## src/design/kstr_pkg.sv

```systemverilog
// shared types, codes and constants of the key state and typematic repeat block
package kstr_pkg;

   // key table geometry
   localparam int KEY_W    = 7;
   localparam int KEY_SPAN = 1 << KEY_W;
   localparam int NUM_KEYS = 128;

   // field widths
   localparam int CMD_W       = 2;
   localparam int KIND_W      = 2;
   localparam int CNT_W       = 16;
   localparam int CSR_INDEX_W = 2;

   // commands
   localparam logic [CMD_W-1:0] CMD_KEY_EVENT = 2'd0;
   localparam logic [CMD_W-1:0] CMD_TICK      = 2'd1;
   localparam logic [CMD_W-1:0] CMD_QUERY     = 2'd2;
   localparam logic [CMD_W-1:0] CMD_NONE      = 2'd3;

   // result kinds
   localparam logic [KIND_W-1:0] KIND_REPORT = 2'd0;
   localparam logic [KIND_W-1:0] KIND_REPEAT = 2'd1;
   localparam logic [KIND_W-1:0] KIND_QUERY  = 2'd2;

   // lock keys
   localparam logic [KEY_W-1:0] KEY_CAPS_LOCK   = 7'h3A;
   localparam logic [KEY_W-1:0] KEY_NUM_LOCK    = 7'h45;
   localparam logic [KEY_W-1:0] KEY_SCROLL_LOCK = 7'h46;

   // register indexes and reset values
   localparam logic [CSR_INDEX_W-1:0] CSR_DELAY   = 2'd0;
   localparam logic [CSR_INDEX_W-1:0] CSR_RATE    = 2'd1;
   localparam logic [CNT_W-1:0]       DELAY_RESET = 16'd30;
   localparam logic [CNT_W-1:0]       RATE_RESET  = 16'd3;

   typedef struct packed {
      logic [CMD_W-1:0] command;
      logic [KEY_W-1:0] scancode;
      logic             released;
   } req_type;

   typedef struct packed {
      logic [KIND_W-1:0] kind;
      logic [KEY_W-1:0]  key_code;
      logic              key_down;
      logic              lock_toggled;
   } rsp_type;

   // one key table entry
   typedef struct packed {
      logic down;
      logic toggle;
   } entry_type;

   localparam int ENTRY_W = $bits(entry_type);

   function automatic logic key_in_range(input logic [KEY_W-1:0] k);
      key_in_range = ({1'b0, k} < (KEY_W + 1)'(NUM_KEYS));
   endfunction

   function automatic logic is_lock_key(input logic [KEY_W-1:0] k);
      is_lock_key = (k == KEY_CAPS_LOCK) || (k == KEY_NUM_LOCK) || (k == KEY_SCROLL_LOCK);
   endfunction

endpackage

```

## src/design/kstr_ram.sv

```systemverilog
// generic single-write, single-read ram with registered read data
module kstr_ram #(
   parameter int WIDTH = 2,
   parameter int DEPTH = 128
) (
   input  logic                     clock,
   input  logic                     wr_en,
   input  logic [$clog2(DEPTH)-1:0] wr_addr,
   input  logic [WIDTH-1:0]         wr_data,
   input  logic                     rd_en,
   input  logic [$clog2(DEPTH)-1:0] rd_addr,
   output logic [WIDTH-1:0]         rd_data
);

   logic [WIDTH-1:0] mem_ff [DEPTH];
   logic [WIDTH-1:0] rd_data_ff;

   // write port
   always_ff @(posedge clock) begin
      if (wr_en) begin
         mem_ff[wr_addr] <= wr_data;
      end
   end

   // read port, old data on a same-address write
   always_ff @(posedge clock) begin
      if (rd_en) begin
         rd_data_ff <= mem_ff[rd_addr];
      end
   end

   assign rd_data = rd_data_ff;

endmodule

```

## src/design/key_state_and_typematic_repeat.sv

```systemverilog
// top level: key down/toggle tables, typematic repeat timer and result register
//
// Usage:
//   req_* carries key events, timer ticks and key state queries; an item is
//   taken at a clock edge with req_valid high and req_stall low.
//   rsp_* carries state reports, generated repeat presses and query answers;
//   a result leaves at an edge with rsp_valid high and rsp_stall low.
//   csr_* writes the repeat delay (index 0) and repeat rate (index 1);
//   csr_ready is always high. Write only while no item is in flight.
// Timing:
//   one item per cycle sustained while no stall holds the output. The key
//   table ram read happens at the same edge that loads the input register,
//   and the update goes into the result register once the output register
//   can advance. Ignored items give no result; ticks give one only when a
//   repeat press is due.
// Reset (synchronous, active high):
//   all keys read as up and untoggled at once (per-key valid flops), repeat
//   disarmed, registers back to delay 30 and rate 3. No clearing pass.
// Stall:
//   a stalled result holds in the output register while the next item waits
//   in the input stage; only then is req_stall raised.
module key_state_and_typematic_repeat (
   input  logic                                   clock,
   input  logic                                   reset,
   input  logic                                   req_valid,
   output logic                                   req_stall,
   input  kstr_pkg::req_type                      req_data,
   output logic                                   rsp_valid,
   input  logic                                   rsp_stall,
   output kstr_pkg::rsp_type                      rsp_data,
   input  logic                                   csr_valid,
   output logic                                   csr_ready,
   input  logic [kstr_pkg::CSR_INDEX_W-1:0]       csr_index,
   input  logic [kstr_pkg::CNT_W-1:0]             csr_data
);

   import kstr_pkg::*;

   // stage registers
   logic              s1_valid_ff, s1_valid_in;
   req_type           s1_data_ff, s1_data_in;
   logic              rsp_valid_ff, rsp_valid_in;
   rsp_type           rsp_data_ff, rsp_data_in;

   // repeat state and configuration
   logic [KEY_W-1:0]  repeat_key_ff, repeat_key_in;
   logic              repeat_armed_ff, repeat_armed_in;
   logic [CNT_W-1:0]  hold_count_ff, hold_count_in;
   logic [CNT_W-1:0]  repeat_phase_ff, repeat_phase_in;
   logic [CNT_W-1:0]  delay_cfg_ff, delay_cfg_in;
   logic [CNT_W-1:0]  rate_cfg_ff, rate_cfg_in;

   // key table bookkeeping
   logic [KEY_SPAN-1:0] key_valid_ff, key_valid_in;
   logic                fwd_valid_ff, fwd_valid_in;
   logic [KEY_W-1:0]    fwd_key_ff, fwd_key_in;
   entry_type           fwd_entry_ff, fwd_entry_in;

   logic              advance;
   logic              process;
   logic              req_accept;
   logic [KEY_W-1:0]  rd_addr;
   entry_type         ram_q;
   logic [KEY_W-1:0]  look_key;
   entry_type         cur_entry;
   entry_type         new_entry;
   logic              wr_en;
   logic              has_result;
   logic              look_ok;
   logic [CNT_W-1:0]  hold_inc;
   logic [CNT_W-1:0]  phase_inc;

   // handshake
   assign advance    = !rsp_valid_ff || !rsp_stall;
   assign process    = s1_valid_ff && advance;
   assign req_stall  = s1_valid_ff && !advance;
   assign req_accept = req_valid && !req_stall;
   assign csr_ready  = 1'b1;
   assign rsp_valid  = rsp_valid_ff;
   assign rsp_data   = rsp_data_ff;

   // table read: a tick reads the key that will be repeating when it arrives
   assign rd_addr = (req_data.command == CMD_TICK) ? repeat_key_in : req_data.scancode;

   kstr_ram #(
      .WIDTH (ENTRY_W),
      .DEPTH (KEY_SPAN)
   ) u_table (
      .clock   (clock),
      .wr_en   (wr_en),
      .wr_addr (s1_data_ff.scancode),
      .wr_data (new_entry),
      .rd_en   (req_accept),
      .rd_addr (rd_addr),
      .rd_data (ram_q)
   );

   // current entry: latest write wins, never-written keys read as zero
   assign look_key = (s1_data_ff.command == CMD_TICK) ? repeat_key_ff : s1_data_ff.scancode;
   assign look_ok  = key_in_range(look_key);

   always_comb begin
      if (fwd_valid_ff && (fwd_key_ff == look_key)) begin
         cur_entry = fwd_entry_ff;
      end else if (key_valid_ff[look_key]) begin
         cur_entry = ram_q;
      end else begin
         cur_entry = '0;
      end
   end

   assign hold_inc  = hold_count_ff + 1'b1;
   assign phase_inc = repeat_phase_ff + 1'b1;

   // item processing
   always_comb begin
      repeat_key_in   = repeat_key_ff;
      repeat_armed_in = repeat_armed_ff;
      hold_count_in   = hold_count_ff;
      repeat_phase_in = repeat_phase_ff;
      new_entry       = cur_entry;
      wr_en           = 1'b0;
      has_result      = 1'b0;
      rsp_data_in     = rsp_data_ff;
      if (process) begin
         case (s1_data_ff.command)
            CMD_KEY_EVENT: begin
               if (look_ok) begin
                  wr_en = 1'b1;
                  has_result = 1'b1;
                  if (!s1_data_ff.released) begin
                     new_entry.toggle = cur_entry.toggle ^
                                        (is_lock_key(look_key) && !cur_entry.down);
                     new_entry.down   = 1'b1;
                     repeat_key_in    = look_key;
                     hold_count_in    = '0;
                     repeat_phase_in  = '0;
                     repeat_armed_in  = 1'b1;
                  end else begin
                     new_entry.down = 1'b0;
                     if (repeat_key_ff == look_key) begin
                        repeat_armed_in = 1'b0;
                     end
                  end
                  rsp_data_in.kind         = KIND_REPORT;
                  rsp_data_in.key_code     = look_key;
                  rsp_data_in.key_down     = new_entry.down;
                  rsp_data_in.lock_toggled = new_entry.toggle;
               end
            end
            CMD_TICK: begin
               if (repeat_armed_ff) begin
                  if (hold_count_ff < delay_cfg_ff) begin
                     hold_count_in = hold_inc;
                     if (hold_inc == delay_cfg_ff) begin
                        repeat_phase_in = '0;
                        has_result      = 1'b1;
                     end
                  end else if (phase_inc >= rate_cfg_ff) begin
                     repeat_phase_in = '0;
                     has_result      = 1'b1;
                  end else begin
                     repeat_phase_in = phase_inc;
                  end
               end
               rsp_data_in.kind         = KIND_REPEAT;
               rsp_data_in.key_code     = look_key;
               rsp_data_in.key_down     = look_ok && cur_entry.down;
               rsp_data_in.lock_toggled = look_ok && cur_entry.toggle;
            end
            CMD_QUERY: begin
               has_result               = 1'b1;
               rsp_data_in.kind         = KIND_QUERY;
               rsp_data_in.key_code     = look_key;
               rsp_data_in.key_down     = look_ok && cur_entry.down;
               rsp_data_in.lock_toggled = look_ok && cur_entry.toggle;
            end
            default: begin
               has_result = 1'b0;
            end
         endcase
      end
   end

   // stage and output control
   always_comb begin
      s1_data_in  = req_accept ? req_data : s1_data_ff;
      s1_valid_in = req_accept ? 1'b1 : (advance ? 1'b0 : s1_valid_ff);
      rsp_valid_in = advance ? (s1_valid_ff && has_result) : rsp_valid_ff;
   end

   // table bookkeeping: valid flop per key and last-write bypass
   always_comb begin
      key_valid_in = key_valid_ff;
      fwd_valid_in = fwd_valid_ff;
      fwd_key_in   = fwd_key_ff;
      fwd_entry_in = fwd_entry_ff;
      if (wr_en) begin
         key_valid_in[look_key] = 1'b1;
         fwd_valid_in           = 1'b1;
         fwd_key_in             = look_key;
         fwd_entry_in           = new_entry;
      end
   end

   // configuration writes
   always_comb begin
      delay_cfg_in = delay_cfg_ff;
      rate_cfg_in  = rate_cfg_ff;
      if (csr_valid && csr_ready) begin
         case (csr_index)
            CSR_DELAY: delay_cfg_in = csr_data;
            CSR_RATE:  rate_cfg_in  = csr_data;
            default: begin
               delay_cfg_in = delay_cfg_ff;
            end
         endcase
      end
   end

   // control registers
   always_ff @(posedge clock) begin
      if (reset) begin
         s1_valid_ff     <= 1'b0;
         rsp_valid_ff    <= 1'b0;
         repeat_key_ff   <= '0;
         repeat_armed_ff <= 1'b0;
         hold_count_ff   <= '0;
         repeat_phase_ff <= '0;
         delay_cfg_ff    <= DELAY_RESET;
         rate_cfg_ff     <= RATE_RESET;
         key_valid_ff    <= '0;
         fwd_valid_ff    <= 1'b0;
      end else begin
         s1_valid_ff     <= s1_valid_in;
         rsp_valid_ff    <= rsp_valid_in;
         repeat_key_ff   <= repeat_key_in;
         repeat_armed_ff <= repeat_armed_in;
         hold_count_ff   <= hold_count_in;
         repeat_phase_ff <= repeat_phase_in;
         delay_cfg_ff    <= delay_cfg_in;
         rate_cfg_ff     <= rate_cfg_in;
         key_valid_ff    <= key_valid_in;
         fwd_valid_ff    <= fwd_valid_in;
      end
   end

   // payload registers
   always_ff @(posedge clock) begin
      s1_data_ff   <= s1_data_in;
      rsp_data_ff  <= rsp_data_in;
      fwd_key_ff   <= fwd_key_in;
      fwd_entry_ff <= fwd_entry_in;
   end

   // the bypass entry always belongs to a key marked as written
   assert property (@(posedge clock) disable iff (reset)
      fwd_valid_ff |-> key_valid_ff[fwd_key_ff])
      else $error("bypass entry for a key never written");

   // input is held back only while the input stage is occupied
   assert property (@(posedge clock) disable iff (reset)
      req_stall |-> s1_valid_ff)
      else $error("stall raised with empty input stage");

   // a taken result with nothing behind it leaves the output empty
   assert property (@(posedge clock) disable iff (reset)
      (rsp_valid_ff && !rsp_stall && !s1_valid_ff) |=> !rsp_valid_ff)
      else $error("result repeated after transfer");

   // the hold count only steps by one or restarts
   assert property (@(posedge clock) disable iff (reset)
      (hold_count_ff != $past(hold_count_ff)) |->
         ((hold_count_ff == $past(hold_count_ff) + 1'b1) || (hold_count_ff == '0)))
      else $error("hold count jumped");

endmodule

```

## config.mk

```make
export PLATFORM = sky130hd
export DESIGN_NAME = key_state_and_typematic_repeat
export DESIGN_NICKNAME = d
export VERILOG_FILES = /design/src/design/kstr_pkg.sv /design/src/design/kstr_ram.sv /design/src/design/key_state_and_typematic_repeat.sv
export SDC_FILE = /design/constraint.sdc
export NUM_CORES = 1
export LEC_CHECK = 0
export ABC_AREA = 0
export BUFFER_PORTS_ARGS = -buffer_cell sky130_fd_sc_hd__buf_2
export CAP_MARGIN = 25
export CORE_ASPECT_RATIO = 0.8
export CORE_MARGIN = 5
export CORE_UTILIZATION = 26
export DETAILED_ROUTE_END_ITERATION = 7
export GPL_TIMING_DRIVEN = 0
export SYNTH_ARGS = -nofsm -noshare
export SYNTH_HDL_FRONTEND = slang
export SYNTH_HIERARCHICAL = 1
export SYNTH_SLANG_ARGS = --single-unit
```

## constraint.sdc

```tcl
create_clock -name clock -period 7.2 [get_ports clock]
set_input_delay 1.44 -clock clock [delete_from_list [all_inputs] [get_ports clock]]
set_output_delay 1.44 -clock clock [all_outputs]
set_load 0.05 [all_outputs]
```

# Yosys cells after proc, flatten, opt, wreduce, memory -nomap -nowiden
# Memories as Yosys holds them, arrays and structs flattened. A register that Yosys moved wholly into a read port is not among the register bits.
# Index checks and enable logic that the tools add are counted.
[classes]
eq_ne = 15
n_mux = 39
n_reduce_logical = 27
n_addsub = 2
bitwise = 2
n_lt_le_gt_ge = 4
[ops]
columns = ["op", "count"]
rows = [
  ["$or A128 B128 Y128", 1],
  ["$mux W16", 7],
  ["$pmux W16 S2", 2],
  ["$mux W7", 5],
  ["$pmux W11 S3", 1],
  ["$add A16 B1 Y16 const B", 2],
  ["$mux W1", 17],
  ["$eq A16 B16 Y1", 1],
  ["$ge A16 B16 Y1", 1],
  ["$lt A16 B16 Y1", 1],
  ["$eq A7 B7 Y1", 2],
  ["$eq A7 B7 Y1 const B", 2],
  ["$reduce_and A5 Y1", 2],
  ["$lt A7 B8 Y1 const B", 1],
  ["$mux W2", 4],
  ["$bmux W1 S7", 1],
  ["$demux W1 S7", 1],
  ["$eq A7 B6 Y1 const B", 1],
  ["$ge A7 B1 Y1 const B", 1],
  ["$logic_and A1 B1 Y1", 7],
  ["$eq A2 B1 Y1 const B", 3],
  ["$reduce_and A2 Y1", 3],
  ["$logic_not A1 Y1", 5],
  ["$logic_not A2 Y1", 2],
  ["other kinds (11)", 16],
]
[word_totals]
ram_bits = 256
memories = 1
regBits = 233
output_inout_bits = 14
elab_cells = 110
inputBits = 33
[mem_list]
columns = ["memory", "depth", "word_bits", "read_ports", "rd_ports_with_merged_regs", "write_ports", "line_no", "rtl"]
rows = [
  ["u_table.mem_ff", 128, 2, 1, 1, 1, "kstr_ram.sv:15", "logic [WIDTH-1:0] mem_ff [DEPTH];"],
]

# Depth between registers and ports, before layout
# Gate-level depths: netlist (run 1).
[depth]
ltp_word = 12
depth_mapped = 17
mapped_depth_nobuf = 16

# Modules after synthesis
# Netlist (run 1), hierarchy kept.
[by_module_without_submodules]
columns = ["mod", "area_per_inst_um2", "seq_area_each_um2", "n_inst", "cells_each"]
rows = [
  ["key_state_and_typematic_repeat", 11765.0, 4964.8, 1, 1402],
  ["kstr_ram", 10632.7, 7747.4, 1, 611],
]

# Worst setup path before layout (run 1)
# OpenSTA, ideal clock, no wires.
[synth_path]
path_type = "register to register"
startpoint = "register s1_data_ff[9] (netlist bit)"
endpoint = "register fwd_entry_ff[0] (netlist bit) (data pin)"
arrival_time_ns = 6.448
slack_ns = -0.184
period_less_slack_ns = 7.384
stages_incl_launch_ff = 14
setup_time_ns = 0.936
required_time_ns = 6.264
n_path_buf = 2
cell_sequence = "edfxtp_1 inv_1 ha_1 buf_6 buf_12 mux2i_1 xnor2_1 nor4_1 and4b_1 a21oi_1 nand4_1 or4_4 and2_1 xnor2_1"
[synth_rtl]
columns = ["item", "line_no", "rtl"]
rows = [
  ["start, declared", "key_state_and_typematic_repeat.sv:41", "req_type s1_data_ff, s1_data_in;"],
  ["start signal, assigned", "key_state_and_typematic_repeat.sv:250", "s1_data_ff <= s1_data_in;"],
  ["end signal, assigned", "key_state_and_typematic_repeat.sv:253", "fwd_entry_ff <= fwd_entry_in;"],
  ["end, declared", "key_state_and_typematic_repeat.sv:57", "entry_type fwd_entry_ff, fwd_entry_in;"],
]

# Final worst setup path (run 1)
[layout_path]
startpoint = "input port rsp_stall"
endpoint = "register u_table.rd_data_ff[0] (netlist: u_table/rd_data[0]) (read register of u_table.mem_ff) (data pin)"
[layout_via]
elab_cells_between_ends = 9
classes_between = "2 x mux; 7 x reduce/logical"
[layout_rtl]
columns = ["item", "line_no", "rtl"]
rows = [
  ["start, declared", "key_state_and_typematic_repeat.sv:29", "input logic rsp_stall,"],
  ["$logic_not A1 Y1", "key_state_and_typematic_repeat.sv:74", "assign advance = !rsp_valid_ff || !rsp_stall;"],
  ["$logic_or A1 B1 Y1", "key_state_and_typematic_repeat.sv:74", ""],
  ["$logic_and A1 B1 Y1", "key_state_and_typematic_repeat.sv:75", "assign process = s1_valid_ff && advance;"],
  ["$mux W7", "key_state_and_typematic_repeat.sv:125", "if (process) begin"],
  ["$mux W7", "key_state_and_typematic_repeat.sv:83", "assign rd_addr = (req_data.command == CMD_TICK) ? repeat_key_in : req_data.scancode;"],
  ["net rd_addr[2]", "key_state_and_typematic_repeat.sv:62", "logic [KEY_W-1:0] rd_addr;"],
  ["end, declared", "kstr_ram.sv:16", "logic [WIDTH-1:0] rd_data_ff;"],
]
# The timed path passes the listed nets, and every way through them passes these cells.
# A chain may end at the register's enable or synchronous reset.

==> flow_summary.toml, run 1 <==
[logic_synthesis]
synth_fa_ha_area_share_pct = 2.12
synth_top_cell_by_area = "edfxtp_1"
synth_common_cells = "nor2_1, edfxtp_1, dfxtp_1"
syn_inst = 2013
synth_most_common_cell = "nor2_1"
ys.flop_type = "edfxtp_1"
synth_top_family_by_area = "simple AND/OR/NAND/NOR gates"
synth_cell_types = 94
async_flop_share_pct = 0
synth-seq-cells = 491
muxShareOfSynthArea_pct = 8.29
synth_edf_count = 288
syn_nets = 2084
synth_xor_area_share_pct = 1.79
synth_top_area_share_pct = 38.6
synth-seq-area-share_pct = 56.8
ys.warnings.count = 6
ys_top_cells_by_area = "edfxtp_1, dfxtp_1, nor2_1"
syn_area_sq_um = 22400
synth_compound_area_share_pct = 12.9
synth-simple-area-share_pct = 14.4
synth_area_per_cell_sq_um = 11.1

[global_route]
grt_pass1_vias = 15800
grt_max_degree = 38
grt_util_all_layers_pct = 13.4
grt_pass1_wl_microns = 97000
antenna_found_initial = 7
overflow = 0

[cts]
clk_latency_ns = 0.62
cts_tree = "yes"
cts_max_path_buffers = 3
ctsHoldBuffers = 0
cts_buffers = 49
htreeDepth = 2
cts_setup_buffers = 0
cts_resized = 0
cts_root_buffer = "clkbuf_16"
numClockSinks = 491
clk_pin_slew_ns = 0.07

[outcome]
outcome = "finished clean"

[sta]
setup_viol = 0
clock.fmax_ghz = 0.166
rsz0062_at_grt = "no"
hold_viol_final = 0
period_needed_ns = 6.02
timing.final.crit_share_pct = 83.7
drv_slew = 0
fin_tns_setup_ns = 0
slew_headroom_pct = 20.6
tightest_slew_ns = 1.18
skew_ns = 0.0398
whs_ns = 0.460

[power]
power.density_nw_per_um2 = 246
leakagePower_nw = 8.67
p_seq_share_pct = 47.9
swShare_pct = 24.2
vdd_drop_max_uv = 144
combPwrFrac_pct = 9.3
clockPowerShare_pct = 42.8
p_int_mw = 4.85
power_switching_mw = 1.55
total_power_mw = 6.41

[floorplan]
die_width_microns = 338
io_pins = 47
core-area_sq_um = 85600
rows = 96
initial_utilization_pct = 26.2
fp.dieH_microns = 273
die-area_sq_um = 92200

[setup_path]
crit_arrival_ns = 6.36
crit_type = "input port to register"
startpoint_type = "input port"
crit_fanout = 10
cp-end-kind = "register"
reg2reg_from = "s1_data_ff[8]$_DFFE_PP_"
ff2ff_setup_slack_ns = 1.50
crit_required_ns = 7.54
cp-startpoint = "rsp_stall"

[routing]
wl_per_cell_microns = 19.7
firstDrtPassIters = 6
antenna_left = 0
vias = 16800
routed_wl_microns = 64900
drt_iter0_markers = 1920
drc_errors = 0
viasPerCell = 5.11

[placed_design]
place.port_buffers = 45
gp_congestion = 0.900
dpl.hpwl_microns = 45500

[layout]
fin_util_pct = 30.4
n_fill_cell = 8681
area_growth_syn_to_layout_pct = 16.1
regArea_sq_um = 12700
layout.nets = 2190
multi_input_area_sq_um = 8870
drive_gt1_share_pct = 13.1

[min_path]
min_from = "rate_cfg_ff[14]$_SDFFE_PP0P_"
hp-class = "register to register"

[job]
cap_violations = 0
==> state kept, by name (all words and copies together) (netlist names) <==
| register | cells |
|---|---|
| repeat_key_ff | 7 |
| repeat_armed_ff | 1 |
| rsp_valid | 1 |
| fwd_key_ff | 7 |
| rate_cfg_ff | 16 |
| repeat_phase_ff | 16 |
| u_table/rd_data | 2 |
| fwd_entry_ff | 2 |
| delay_cfg_ff | 16 |
| s1_data_ff | 10 |
| rsp_data | 11 |
| s1_valid_ff | 1 |
| u_table/mem_ff | 256 |
| hold_count_ff | 16 |
| fwd_valid_ff | 1 |
| key_valid_ff | 128 |
==> final cells by class <==
type	instances	share of cell area (%)
Tap cell	1127	5.42
Timing Repair Buffer	55	1.61
Clock buffer	63	5.23
Multi-Input combinational cell	1338	34.1
Clock inverter	29	1.46
Inverter	72	1.04
Antenna cell	4	0.0385
Buffer	112	2.21
Sequential cell	491	48.9
==> layout by cell type, fill, tap and decap left out, drive strengths merged, types with 14 or more instances in the layout <==
cell type / Yosys / routed
dfxtp: 203 / 203
xnor2: 30 / 30
o221ai: 19 / 19
nor4: 17 / 17
buf: 46 / 101
ha: 38 / 38
a31oi: 17 / 17
clkbuf: 66 / 129
nand2: 173 / 173
edfxtp: 288 / 288
o22ai: 34 / 34
clkinv: 1 / 19
nand2b: 14 / 14
nor2b: 14 / 14
o21ai: 44 / 44
xor2: 15 / 15
nand3: 49 / 49
a21oi: 203 / 203
nand4: 23 / 23
nor2: 315 / 315
inv: 71 / 74
nor3: 39 / 39
mux2i: 40 / 40
a22oi: 26 / 26
mux4: 56 / 56
==> cell families after synthesis <==
kind of cell / count (synthesis)
other: 1
xor gates and xnor gates: 45
muxes: 108
adders and majority gates: 38
and+or+nand+nor: 702
DFF: 491
buffers and inverters: 184
AOI/OAI and AO/OA: 444
==> routing by layer <==
layer / part of all wire [%] / GRT usage, % / wire length (microns) / vias up
li1: - / - / - / 7655
met1: 45 / 19.5 / 29300 / 8259
met2: 41 / 19.6 / 26900 / 784
met3: 11 / 4.03 / 7280 / 123
met4: 2.2 / 3.19 / 1400 / 6
met5: 0.068 / 0 / 44 / -
==> path summary, 6_finish.rpt <==
| path | to | cells past startpoint |
|---|---|---|
| max | u_table/rd_data[0]$_DFFE_PP_ | 14 |
| max reg2reg | u_table/rd_data[0]$_DFFE_PP_ | 14 |
| min reg2reg | rate_cfg_ff[14]$_SDFFE_PP0P_ | 2 |
| min | rate_cfg_ff[14]$_SDFFE_PP0P_ | 2 |
==> stage by stage <==
step | instance area, sq um | worst slack, ns | cells
floorplan | 22400 | 1.53 | 2013
global placement | 24000 | -2.38 | 3185
detailed placement | 24300 | 0.615 | 3195
CTS | 26000 | 1.27 | 3287
global route | 26000 | 0.950 | 3288
finish | 26000 | 1.18 | 3291
==> power by group through the flow <==
stage	logic, mW	registers, mW	clock network (mW)
floorplan	0.342	3.14	0
global placement	0.539	3.15	0
detailed placement	0.585	3.13	0
CTS	0.588	3.07	2.80
global route	0.633	3.07	2.92
finish	0.595	3.07	2.74
==> worst max-delay path, stage by stage <==
cell	delay (ns)
buf_2	0.14
nand2_1	0.12
nand3_1	0.46
nor2_1	0.54
clkbuf_1	0.39
o21ai_0	0.21
o21ai_0	0.19
clkbuf_1	0.32
clkbuf_1	0.69
mux4_1	0.49
mux4_2	0.50
o22ai_1	0.25
nor3_1	0.09
or4_1	0.54
Power figures use the tool's default switching activity.
==> inputs of run 2 (changes only) <==
==> constraint.sdc (replaced) <==
create_clock -name clock -period 5.8 [get_ports clock]
set_input_delay 1.16 -clock clock [delete_from_list [all_inputs] [get_ports clock]]
set_output_delay 1.16 -clock clock [all_outputs]
set_load 0.05 [all_outputs]
==> flow_summary.toml, run 2 (synthesis gave the netlist of run 1 again) <==
[power]
power.density_nw_per_um2 = 306
vdd_drop_max_uv = 178
leakagePower_nw = 8.68
total_power_mw = 7.95

[floorplan]
die_width_microns = 338
initial_utilization_pct = 26.2
core-area_sq_um = 85600
io_pins = 47
fp.dieH_microns = 273
die-area_sq_um = 92200
rows = 96

[routing]
drt_iter0_markers = 1976
routed_wl_microns = 64900
firstDrtPassIters = 6
antenna_left = 0
drc_errors = 0
wl_per_cell_microns = 19.7
viasPerCell = 5.08
vias = 16700

[layout]
largestRegisters = "u_table/mem_ff: 256 flops, key_valid_ff: 128 flops"
drive_gt1_share_pct = 13.2
final_cells = 3291
largest_register_ffs = 256
layout.nets = 2190
mostFrequentLayoutCell = "nor2_1"
area_growth_syn_to_layout_pct = 16.2
regMostFlops = "u_table/mem_ff"
most-common-layout-cells = "nor2_1, edfxtp_1, dfxtp_1, a21oi_1, nand2_1"
fin_util_pct = 30.4
n_fill_cell = 8681

[cts]
clk_latency_ns = 0.62
cts_buffers = 49
cts_resized = 0
numClockSinks = 491
clk_pin_slew_ns = 0.07
cts_root_buffer = "clkbuf_16"
ctsHoldBuffers = 0
cts_setup_buffers = 0
htreeDepth = 2
cts_tree = "yes"
cts_max_path_buffers = 3

[sta]
drv_slew = 0
hold_viol_final = 0
period_needed_ns = 5.36
tightest_slew_ns = 1.15
whs_ns = 0.459
setup_viol = 0
rsz0062_at_grt = "no"
clock.fmax_ghz = 0.187
skew_ns = 0.0396
timing.final.crit_share_pct = 92.4
slew_headroom_pct = 22.4

[setup_path]
startpoint_type = "input port"
crit_arrival_ns = 5.70
crit_buf_inv = 4
cp_top_family = "simple AND/OR/NAND/NOR gates"
crit_fanout = 10
crit_required_ns = 6.14
cp_slowest_cell = "or4_1"
path_cells = "buf_2, nand2_1, nand3_1, nor2_2, clkbuf_1, o21ai_0, o21ai_0, clkbuf_1, clkbuf_2, mux4_2, mux4_2, o22ai_1, nor3_1, or4_1"
cpPeakStageDelay_ns = 0.53
cp-end-kind = "register"
crit_type = "input port to register"

[min_path]
hp-class = "register to register"

[global_route]
overflow = 0
grt_pass1_vias = 15800
grt_max_degree = 38
grt_pass1_wl_microns = 97000
antenna_found_initial = 7
grt_util_all_layers_pct = 13.4

[job]
cap_violations = 0

[placed_design]
place.port_buffers = 45
place_inst = 3195
gp_congestion = 0.900
dpl.hpwl_microns = 45500

[outcome]
outcome = "finished clean"
run 2: cell types whose count changed in the layout (fill, tap and decap cells not counted), sizes merged:
cell    previous run  this run
clkbuf           129       130
buf              101       100
run 2: metrics by stage:
| step | setup slack (ns) | TNS [ns] | area, sq um |
|---|---|---|---|
| 6_report | 0.440 | 0 | 26000 |
| 2_1_floorplan | 0.130 | 0 | 22400 |
| 5_1_grt | 0.0948 | 0 | 26000 |
| 4_1_cts | 0.131 | 0 | 26000 |
| 3_3_place_gp | -3.78 | -884.78 | 24000 |
| 3_5_place_dp | -0.505 | -0.980 | 24300 |
run 2: worst paths after layout:
kind	startpoint	endpoint	slack, ns	depth (start not counted)
max	rsp_stall	u_table/rd_data[1]$_DFFE_PP_	0.44	14
min	rate_cfg_ff[14]$_SDFFE_PP0P_	rate_cfg_ff[14]$_SDFFE_PP0P_	0.46	2
max reg2reg	s1_data_ff[8]$_DFFE_PP_	u_table/rd_data[1]$_DFFE_PP_	0.49	14
min reg2reg	rate_cfg_ff[14]$_SDFFE_PP0P_	rate_cfg_ff[14]$_SDFFE_PP0P_	0.46	2
run 2: cell type report:
class	instances	area, sq um	share of cell area, %
Clock buffer	63	1360	5.23
Inverter	72	270	1.04
Timing Repair Buffer	55	419	1.61
Antenna cell	4	10.0	0.0385
Clock inverter	29	380	1.46
Multi-Input combinational cell	1338	8870	34.1
Buffer	112	578	2.22
Tap cell	1127	1410	5.42
Sequential cell	491	12700	48.9
run 2: where the power goes:
part / switching (mW) / leakage [nW] / internal [mW]
Clock: 1.42 / 0.855 / 1.99
Sequential: 0.0247 / 4.28 / 3.78
Combinational: 0.487 / 3.54 / 0.252
Total: 1.93 / 8.68 / 6.02
run 2: worst reg2reg max path: stages (launching register included):
cell,delay (ns)
edfxtp_1,0.42
inv_1,0.10
ha_1,0.24
nand3_1,0.48
nor2_2,0.43
clkbuf_1,0.39
o21ai_0,0.21
o21ai_0,0.19
clkbuf_1,0.36
clkbuf_2,0.44
mux4_2,0.43
mux4_2,0.51
o22ai_1,0.26
nor3_1,0.08
or4_1,0.53
run 2: metal layers:
layer / vias to the layer above / GRT usage (%) / routed length [microns]
met4: 6 / 3.19 / 1330
met2: 782 / 19.6 / 27000
met5: - / 0 / 44
li1: 7664 / - / -
met1: 8160 / 19.5 / 29200
met3: 112 / 4.03 / 7350
